[config.mk]
export PLATFORM = sky130hd
export DESIGN_NAME = base64_stream_decoder
export DESIGN_NICKNAME = d
export VERILOG_FILES = /design/src/hdl/b64d_pkg.sv /design/src/hdl/base64_stream_decoder.sv /design/src/hdl/b64d_front.sv /design/src/hdl/b64d_job_queue.sv /design/src/hdl/b64d_back.sv
export SDC_FILE = /design/constraint.sdc
export NUM_CORES = 1
export LEC_CHECK = 0
export BUFFER_PORTS_ARGS = -buffer_cell sky130_fd_sc_hd__buf_2
export CORE_ASPECT_RATIO = 0.8
export CORE_MARGIN = 1
export CORE_UTILIZATION = 45
export DETAILED_ROUTE_END_ITERATION = 10
export HOLD_SLACK_MARGIN = 0.05
export PLACE_DENSITY = 0.63
export SLEW_MARGIN = 10
export SYNTH_ARGS = -nofsm -noshare
export SYNTH_HDL_FRONTEND = slang
export SYNTH_SLANG_ARGS = --single-unit
[constraint.sdc]
create_clock -name clk -period 11.2 [get_ports clk]
set_clock_uncertainty 0.05 [all_clocks]
set_input_delay 0 -clock clk [delete_from_list [all_inputs] [get_ports clk]]
set_output_delay 0 -clock clk [all_outputs]
set_load 0.05 [all_outputs]
[src/hdl/b64d_pkg.sv]
// Shared types, constants and the alphabet lookup for the base64 stream decoder.
`default_nettype none

package b64d_pkg;

  // Padding character and the default depth of the job queue
  localparam logic [7:0] PAD_CHAR = 8'h3D;
  localparam int unsigned JOB_QUEUE_DEPTH = 4;

  // One accepted character
  typedef struct packed {
    logic [7:0] in_char;
    logic       end_of_input;
  } in_item_t;

  // One delivered result
  typedef struct packed {
    logic [7:0] out_byte;
    logic       byte_valid;
    logic       end_of_message;
    logic       bad_padding;
    logic       last_of_run;
  } out_item_t;

  // All results caused by one character: bytes first, then the optional status
  typedef struct packed {
    logic [2:0][7:0] data;    // data[0] goes out first
    logic [1:0]      nbytes;  // 0..3 data bytes
    logic            status;  // end-of-message status follows the bytes
    logic            bad;     // error flag carried by the status
  } job_t;

  // Alphabet lookup result
  typedef struct packed {
    logic       hit;
    logic [5:0] value;
  } sextet_t;

  // Standard alphabet: A-Z, a-z, 0-9, '+', '/'; anything else misses
  function automatic sextet_t sextet_of(input logic [7:0] ch);
    sextet_t s;
    s.hit   = 1'b1;
    s.value = '0;
    if (ch >= 8'h41 && ch <= 8'h5A) begin
      s.value = 6'(ch - 8'h41);
    end else if (ch >= 8'h61 && ch <= 8'h7A) begin
      s.value = 6'(ch - 8'h61 + 8'd26);
    end else if (ch >= 8'h30 && ch <= 8'h39) begin
      s.value = 6'(ch - 8'h30 + 8'd52);
    end else if (ch == 8'h2B) begin
      s.value = 6'd62;
    end else if (ch == 8'h2F) begin
      s.value = 6'd63;
    end else begin
      s.hit = 1'b0;
    end
    return s;
  endfunction

endpackage

`default_nettype wire

[src/hdl/base64_stream_decoder.sv]
// Top level of the base64 stream decoder: front end, job queue and result sequencer.
// A character's job is written into the job queue registers; its results reach the result ports from the queue head.
// Throughput: one character per cycle while the job queue has room; results leave at one
// per cycle while pop is held, so a character's run of up to four results sets the drain rate of the queue.
// Each character that causes results takes one job queue slot until its last result is popped.
// Reset (rst, synchronous) clears the group state, the job queue and the result cursor.
`default_nettype none

module base64_stream_decoder
  import b64d_pkg::*;
#(
  parameter int unsigned QUEUE_DEPTH = JOB_QUEUE_DEPTH
) (
  input  wire logic      clk,
  input  wire logic      rst,
  input  wire logic      push,
  output logic           full,
  input  wire in_item_t  item,
  output logic           empty,
  input  wire logic      pop,
  output out_item_t      result
);

  logic accept;
  logic job_push;
  job_t job;
  logic head_valid;
  job_t head_job;
  logic head_pop;

  assign accept = push && !full;

  b64d_front u_front (
    .clk      (clk),
    .rst      (rst),
    .accept   (accept),
    .item     (item),
    .job_push (job_push),
    .job      (job)
  );

  b64d_job_queue #(
    .DEPTH (QUEUE_DEPTH)
  ) u_queue (
    .clk        (clk),
    .rst        (rst),
    .push       (job_push),
    .push_job   (job),
    .full       (full),
    .pop        (head_pop),
    .head_valid (head_valid),
    .head_job   (head_job)
  );

  b64d_back u_back (
    .clk        (clk),
    .rst        (rst),
    .head_valid (head_valid),
    .head_job   (head_job),
    .head_pop   (head_pop),
    .pop        (pop),
    .empty      (empty),
    .result     (result)
  );

endmodule

`default_nettype wire

[src/hdl/b64d_front.sv]
// Front end: maps characters to sextets, keeps the group state and builds a job for each item that causes results.
`default_nettype none

module b64d_front
  import b64d_pkg::*;
(
  input  wire logic     clk,
  input  wire logic     rst,
  input  wire logic     accept,
  input  wire in_item_t item,
  output logic          job_push,
  output job_t          job
);

  logic [17:0] sextet_bits, sextet_bits_next;
  logic [1:0]  sextet_count, sextet_count_next;
  logic        padding_seen, padding_seen_next;
  logic        error_seen, error_seen_next;
  sextet_t     sx;
  logic [23:0] group;

  assign sx    = sextet_of(item.in_char);
  assign group = {sextet_bits, sx.value};

  // Decode one character and work out the results it causes
  always_comb begin
    sextet_bits_next  = sextet_bits;
    sextet_count_next = sextet_count;
    padding_seen_next = padding_seen;
    error_seen_next   = error_seen;
    job               = '0;
    job_push          = 1'b0;
    if (accept) begin
      if (!padding_seen) begin
        if (item.in_char == PAD_CHAR) begin
          // flush the partial group
          unique case (sextet_count)
            2'd0: ;
            2'd1: error_seen_next = 1'b1;
            2'd2: begin
              job.data[0] = sextet_bits[11:4];
              job.nbytes  = 2'd1;
            end
            2'd3: begin
              job.data[0] = sextet_bits[17:10];
              job.data[1] = sextet_bits[9:2];
              job.nbytes  = 2'd2;
            end
          endcase
          padding_seen_next = 1'b1;
          sextet_bits_next  = '0;
          sextet_count_next = '0;
        end else if (sx.hit) begin
          if (sextet_count == 2'd3) begin
            job.data[0]       = group[23:16];
            job.data[1]       = group[15:8];
            job.data[2]       = group[7:0];
            job.nbytes        = 2'd3;
            sextet_bits_next  = '0;
            sextet_count_next = '0;
          end else begin
            sextet_bits_next  = group[17:0];
            sextet_count_next = sextet_count + 2'd1;
          end
        end
      end
      // closing item: status result, then back to the reset state
      if (item.end_of_input) begin
        job.status        = 1'b1;
        job.bad           = error_seen_next;
        sextet_bits_next  = '0;
        sextet_count_next = '0;
        padding_seen_next = 1'b0;
        error_seen_next   = 1'b0;
      end
      job_push = (job.nbytes != 2'd0) || job.status;
    end
  end

  // Group state
  always_ff @(posedge clk) begin
    if (rst) begin
      sextet_bits  <= '0;
      sextet_count <= '0;
      padding_seen <= 1'b0;
      error_seen   <= 1'b0;
    end else begin
      sextet_bits  <= sextet_bits_next;
      sextet_count <= sextet_count_next;
      padding_seen <= padding_seen_next;
      error_seen   <= error_seen_next;
    end
  end

  // A closing item leaves the decoder clean for the next message
  a_eom_clears: assert property (@(posedge clk) disable iff (rst)
    (accept && item.end_of_input) |=>
      (sextet_count == 2'd0 && !padding_seen && !error_seen && sextet_bits == '0))
    else $error("state not cleared after end of message");

endmodule

`default_nettype wire

[src/hdl/b64d_job_queue.sv]
// Short queue of jobs between the front end and the result sequencer.
`default_nettype none

module b64d_job_queue
  import b64d_pkg::*;
#(
  parameter int unsigned DEPTH = JOB_QUEUE_DEPTH
) (
  input  wire logic clk,
  input  wire logic rst,
  input  wire logic push,
  input  wire job_t push_job,
  output logic      full,
  input  wire logic pop,
  output logic      head_valid,
  output job_t      head_job
);

  localparam int unsigned AW = (DEPTH > 1) ? $clog2(DEPTH) : 1;
  localparam int unsigned CW = $clog2(DEPTH + 1);

  job_t          entries [DEPTH];
  logic [AW-1:0] wr_ptr, rd_ptr;
  logic [CW-1:0] count;
  logic          do_push, do_pop;

  assign full       = (count == CW'(DEPTH));
  assign head_valid = (count != '0);
  assign head_job   = entries[rd_ptr];
  assign do_push    = push && !full;
  assign do_pop     = pop && head_valid;

  // Storage
  always_ff @(posedge clk) begin
    if (do_push) begin
      entries[wr_ptr] <= push_job;
    end
  end

  // Pointers and fill count
  always_ff @(posedge clk) begin
    if (rst) begin
      wr_ptr <= '0;
      rd_ptr <= '0;
      count  <= '0;
    end else begin
      if (do_push) begin
        wr_ptr <= (wr_ptr == AW'(DEPTH - 1)) ? '0 : wr_ptr + 1'b1;
      end
      if (do_pop) begin
        rd_ptr <= (rd_ptr == AW'(DEPTH - 1)) ? '0 : rd_ptr + 1'b1;
      end
      if (do_push && !do_pop) begin
        count <= count + 1'b1;
      end else if (!do_push && do_pop) begin
        count <= count - 1'b1;
      end
    end
  end

  a_count_bound: assert property (@(posedge clk) disable iff (rst)
    count <= CW'(DEPTH))
    else $error("job queue overfilled");

  a_push_grows: assert property (@(posedge clk) disable iff (rst)
    (push && !full && !pop) |=> (count == CW'($past(count) + 1'b1)))
    else $error("job queue lost a push");

endmodule

`default_nettype wire

[src/hdl/b64d_back.sv]
// Back end: steps through the results of the head job, one per pop.
`default_nettype none

module b64d_back
  import b64d_pkg::*;
(
  input  wire logic clk,
  input  wire logic rst,
  input  wire logic head_valid,
  input  wire job_t head_job,
  output logic      head_pop,
  input  wire logic pop,
  output logic      empty,
  output out_item_t result
);

  logic [1:0] idx;
  logic [2:0] total;
  logic       is_last;
  logic       take;

  assign total   = {1'b0, head_job.nbytes} + {2'b00, head_job.status};
  assign is_last = (({1'b0, idx} + 3'd1) == total);
  assign empty   = !head_valid;
  assign take    = pop && head_valid;
  assign head_pop = take && is_last;

  // Result under the cursor: bytes first, status last
  always_comb begin
    result             = '0;
    result.last_of_run = is_last;
    if ({1'b0, idx} < {1'b0, head_job.nbytes}) begin
      result.byte_valid = 1'b1;
      unique case (idx)
        2'd0:    result.out_byte = head_job.data[0];
        2'd1:    result.out_byte = head_job.data[1];
        2'd2:    result.out_byte = head_job.data[2];
        default: result.out_byte = '0;
      endcase
    end else begin
      result.end_of_message = 1'b1;
      result.bad_padding    = head_job.bad;
    end
  end

  // Cursor within the head job
  always_ff @(posedge clk) begin
    if (rst) begin
      idx <= '0;
    end else if (take) begin
      idx <= is_last ? 2'd0 : idx + 2'd1;
    end
  end

  a_cursor_in_job: assert property (@(posedge clk) disable iff (rst)
    head_valid |-> ({1'b0, idx} < total))
    else $error("result cursor past end of job");

  a_cursor_steps: assert property (@(posedge clk) disable iff (rst)
    (take && !is_last) |=> (idx == $past(idx) + 2'd1))
    else $error("result cursor skipped");

endmodule

`default_nettype wire
==> results.sh <==
export IMPL_critical_path_startpoint_type="flop"
export IMPL_post_cts_setup_buffers=0
export IMPL_synth_largest_type_area_fraction_pct=50.11
export IMPL_track_usage_pct=19.12
export IMPL_report_final_hold_viol_count=0
export IMPL_synth_main_ff_cell="sky130_fd_sc_hd__edfxtp_1"
export IMPL_detail_route_vias_per_cell=5.761
export IMPL_multi_input_area_mm2=0.002485
export IMPL_post_cts_resized_instances=0
export IMPL_area_growth_syn_to_layout_pct=12.99
export IMPL_worst_hold_slack_ps=88.98
export IMPL_synth_net_count=518
export IMPL_ctsRootBufferMaster="sky130_fd_sc_hd__clkbuf_16"
export IMPL_die_height_um=111.2
export IMPL_first_iter_violations=295
export IMPL_power_density_mw_per_mm2=197.9
export IMPL_place_port_buffers=26
export IMPL_violated_checks="design-rule violations"
export IMPL_fillerInstances=1205
export IMPL_synth_seq_area_share_pct=59.96
export IMPL_outcome="finished, violations left"
export IMPL_grt_start_max_net_pins=36
export IMPL_post_route_min_period_ps=4169
export IMPL_cts_num_sinks=145
export IMPL_critical_path_cell_chain="mux4_2 -> ha_1 -> ha_1 -> xor2_1 -> nor4_1 -> inv_1 -> ha_1 -> inv_1 -> fa_1 -> xor2_1 -> or3_1 -> a21oi_1"
export IMPL_htree_levels=4
export IMPL_antenna_diode_count=0
export IMPL_synth_largest_area_cell="sky130_fd_sc_hd__edfxtp_1"
export IMPL_syn_area_mm2=0.006711
export IMPL_critical_path_endpoint_type="flop"
export IMPL_fp_dieArea_mm2=0.01541
export IMPL_detail_route_drc_violations=6
export IMPL_layout_cells_most_common_list="112 x sky130_fd_sc_hd__edfxtp_1, 32 x sky130_fd_sc_hd__dfxtp_1, 28 x sky130_fd_sc_hd__nor2_1, 28 x sky130_fd_sc_hd__mux4_2"
export IMPL_io_pins=27
export IMPL_ratio_of_cells_with_drive_above_1_in_the_final_layout_pct=21.81
export IMPL_fin_crit_sh_pct=37.22
export IMPL_synth_warnings=0
export IMPL_layout_nets=547
export IMPL_worst_path_fanout_max=28
export IMPL_via_count_of_the_routed_design=4044
export IMPL_width_of_the_chip_um=138.5
export IMPL_placementRows=39
export IMPL_syn_inst=477
export IMPL_clk_pin_slew_worst_paths_ps=60
export IMPL_vdd_ir_drop_max_uv=110.5
export IMPL_dp_hpwl_mm=8.749
export IMPL_detail_route_antenna_nets=0
export IMPL_first_global_vias=4068
export IMPL_synth_cell_types=59
export IMPL_synth_avg_cell_area_um2=14.07
export IMPL_finalWorstSetupSlack_ps=7031
export IMPL_critical_path_type="flop to flop"
export IMPL_initial_utilization_pct=46.47
export IMPL_area_sequential_mm2=0.004025
export IMPL_gr_total_overflow=0
export IMPL_synth_async_reset_ratio_pct=0
export IMPL_synth_edff_count=112
export IMPL_cp_top_family="flip-flops"
export IMPL_postLayoutCoreUtil_pct=52.50
export IMPL_drt_pre_antenna_iters=8
export IMPL_hold_path_class="input pin to flop"
export IMPL_cts_tree="yes"
export IMPL_slowest_delay_ps=1000
export IMPL_worst_skew_pair_late_latency_ps=430
export IMPL_grt_first_pass_wirelength_mm=22.06
export IMPL_post_route_cell_area_mm2=0.007584
export IMPL_dp_worst_setup_slack_ps=6970
export IMPL_achievable_frequency_ghz=0.2399
export IMPL_worst_path_arrival_time_ps=4460
export IMPL_max_slew_margin_pct=31.95
export IMPL_setup_viol=0
export IMPL_clock_path_buffers=2
export IMPL_timing_worst_slew_pin_value_ps=1021
export IMPL_crit_slowest_cell="sky130_fd_sc_hd__dfxtp_2"
export IMPL_mostFrequentLayoutCell="sky130_fd_sc_hd__edfxtp_1"
export IMPL_route_final_wire_length_mm=13.59
export IMPL_cts_buffers_inserted=17
export IMPL_ys_seq_elements=145
export IMPL_avgRoutedWirePerCell_um=19.36
export IMPL_worst_path_buf_inv=2
export IMPL_post_dp_cell_area_mm2=0.006983
export IMPL_timing_hold_worst_start="item[7]"
export IMPL_initial_antenna_violation_count=0
export IMPL_p_leak_nw=2.623
export IMPL_crit_top_cell="sky130_fd_sc_hd__ha_1"
export IMPL_finalMaxSlewViolations=0
export IMPL_total_neg_setup_slack_ps=0
export IMPL_unrepaired_setup_endpoints_after_global_routing="false"
export IMPL_timing_max_cap_violations=0
export IMPL_critical_path_required_ps=11490
export IMPL_routability_congestion_estimate=0.8394
export IMPL_synth_top_cells_by_area="sky130_fd_sc_hd__edfxtp_1 50%, sky130_fd_sc_hd__dfxtp_1 9.8%, sky130_fd_sc_hd__mux4_2 9.4%, sky130_fd_sc_hd__ha_1 5.0%, sky130_fd_sc_hd__nand4b_1 2.5%"
export IMPL_design_core_area_mm2=0.01444
==> routing by layer <==
metal | wire length [µm] | share of wire, % | up-vias | GRT usage (%)
met5 | 0 | 0 | - | 0
met4 | 172 | 1.3 | 0 | 7.116
met3 | 602 | 4.4 | 17 | 4.449
met2 | 6337 | 47 | 94 | 29.27
met1 | 6477 | 48 | 2042 | 26.60
li1 | - | - | 1891 | -
==> final timing paths <==
kind | to | slack [ps] | cells after the start
max reg2reg | u_queue.count[2] | 7030 | 12
max | u_queue.count[2] | 7030 | 12
min reg2reg | u_front.sextet_bits[9] | 440 | 2
min | u_front.padding_seen | 90 | 5
==> tightest hold or removal path, delay by kind of cell <==
kind	cells	cell delay (ps)
AO/OA/AOI/OAI	1	60
buffers and inverters	1	100
AND/OR/NAND/NOR	3	340
==> cell type report <==
class                           instances  area share, %
Inverter                               22          1.089
Sequential cell                       145          53.08
Clock buffer                           17          5.610
Multi-Input combinational cell        284          32.77
Clock inverter                         14          1.518
Timing Repair Buffer                   36          2.904
Tap cell                              184          3.036
==> power by group <==
| group | leakage, nW | switching (mW) | internal (mW) | total (mW) |
|---|---|---|---|---|
| registers | 1.35 | 0.0306 | 0.602 | 0.632 |
| clock network | 0.260 | 0.216 | 0.302 | 0.518 |
| logic | 1.01 | 0.234 | 0.117 | 0.351 |
| total | 2.62 | 0.480 | 1.02 | 1.50 |
==> cells in the mapped netlist (3+ instances only) <==
| cell | n |
|---|---|
| sky130_fd_sc_hd__nand2b_1 | 4 |
| sky130_fd_sc_hd__and2_1 | 14 |
| sky130_fd_sc_hd__a22oi_1 | 18 |
| sky130_fd_sc_hd__xor2_1 | 4 |
| sky130_fd_sc_hd__inv_1 | 20 |
| sky130_fd_sc_hd__ha_1 | 27 |
| sky130_fd_sc_hd__buf_2 | 5 |
| sky130_fd_sc_hd__a211oi_1 | 3 |
| sky130_fd_sc_hd__nor3b_1 | 3 |
| sky130_fd_sc_hd__nand3_1 | 5 |
| sky130_fd_sc_hd__nor2_1 | 28 |
| sky130_fd_sc_hd__dfxtp_1 | 33 |
| sky130_fd_sc_hd__o31ai_2 | 9 |
| sky130_fd_sc_hd__nor3_1 | 5 |
| sky130_fd_sc_hd__a21oi_1 | 22 |
| sky130_fd_sc_hd__nor2b_1 | 4 |
| sky130_fd_sc_hd__clkbuf_1 | 12 |
| sky130_fd_sc_hd__edfxtp_1 | 112 |
| sky130_fd_sc_hd__nand4b_1 | 19 |
| sky130_fd_sc_hd__o21ai_0 | 19 |
| sky130_fd_sc_hd__mux4_2 | 28 |
| sky130_fd_sc_hd__xnor2_1 | 6 |
| sky130_fd_sc_hd__nand2_1 | 27 |
| sky130_fd_sc_hd__buf_1 | 4 |
==> through the flow <==
| step | instances | power [mW] |
|---|---|---|
| 2_1_floorplan | 477 | 0.9187 |
| 3_3_place_gp | 665 | 0.9912 |
| 3_5_place_dp | 665 | 0.9951 |
| 4_1_cts | 702 | 1.512 |
| 5_1_grt | 702 | 1.561 |
| 6_report | 702 | 1.501 |
==> registers in the layout (all words and copies together) (netlist names), named ones only <==
register / count
u_queue.entries: 112
u_front.sextet_bits: 18
u_queue.count: 3
u_back.idx: 2
u_front.sextet_count: 2
u_queue.rd_ptr: 2
u_queue.wr_ptr: 2
u_front.error_seen: 1
u_front.padding_seen: 1
==> cells by family after synthesis <==
logic type | share of synthesized area [%]
simple gates | 10.68
xor+xnor | 1.305
mux | 9.694
buf+inv | 3.094
compound gates | 9.937
fa+ha+maj | 5.332
flops | 59.96
==> what timing repair did <==
item / in CTS / in global routing
hold buffers: 6 / 0
hold endpoints to repair: 17 / 0
setup endpoints to repair: 0 / 0
(Power assumes the default switching activity.)
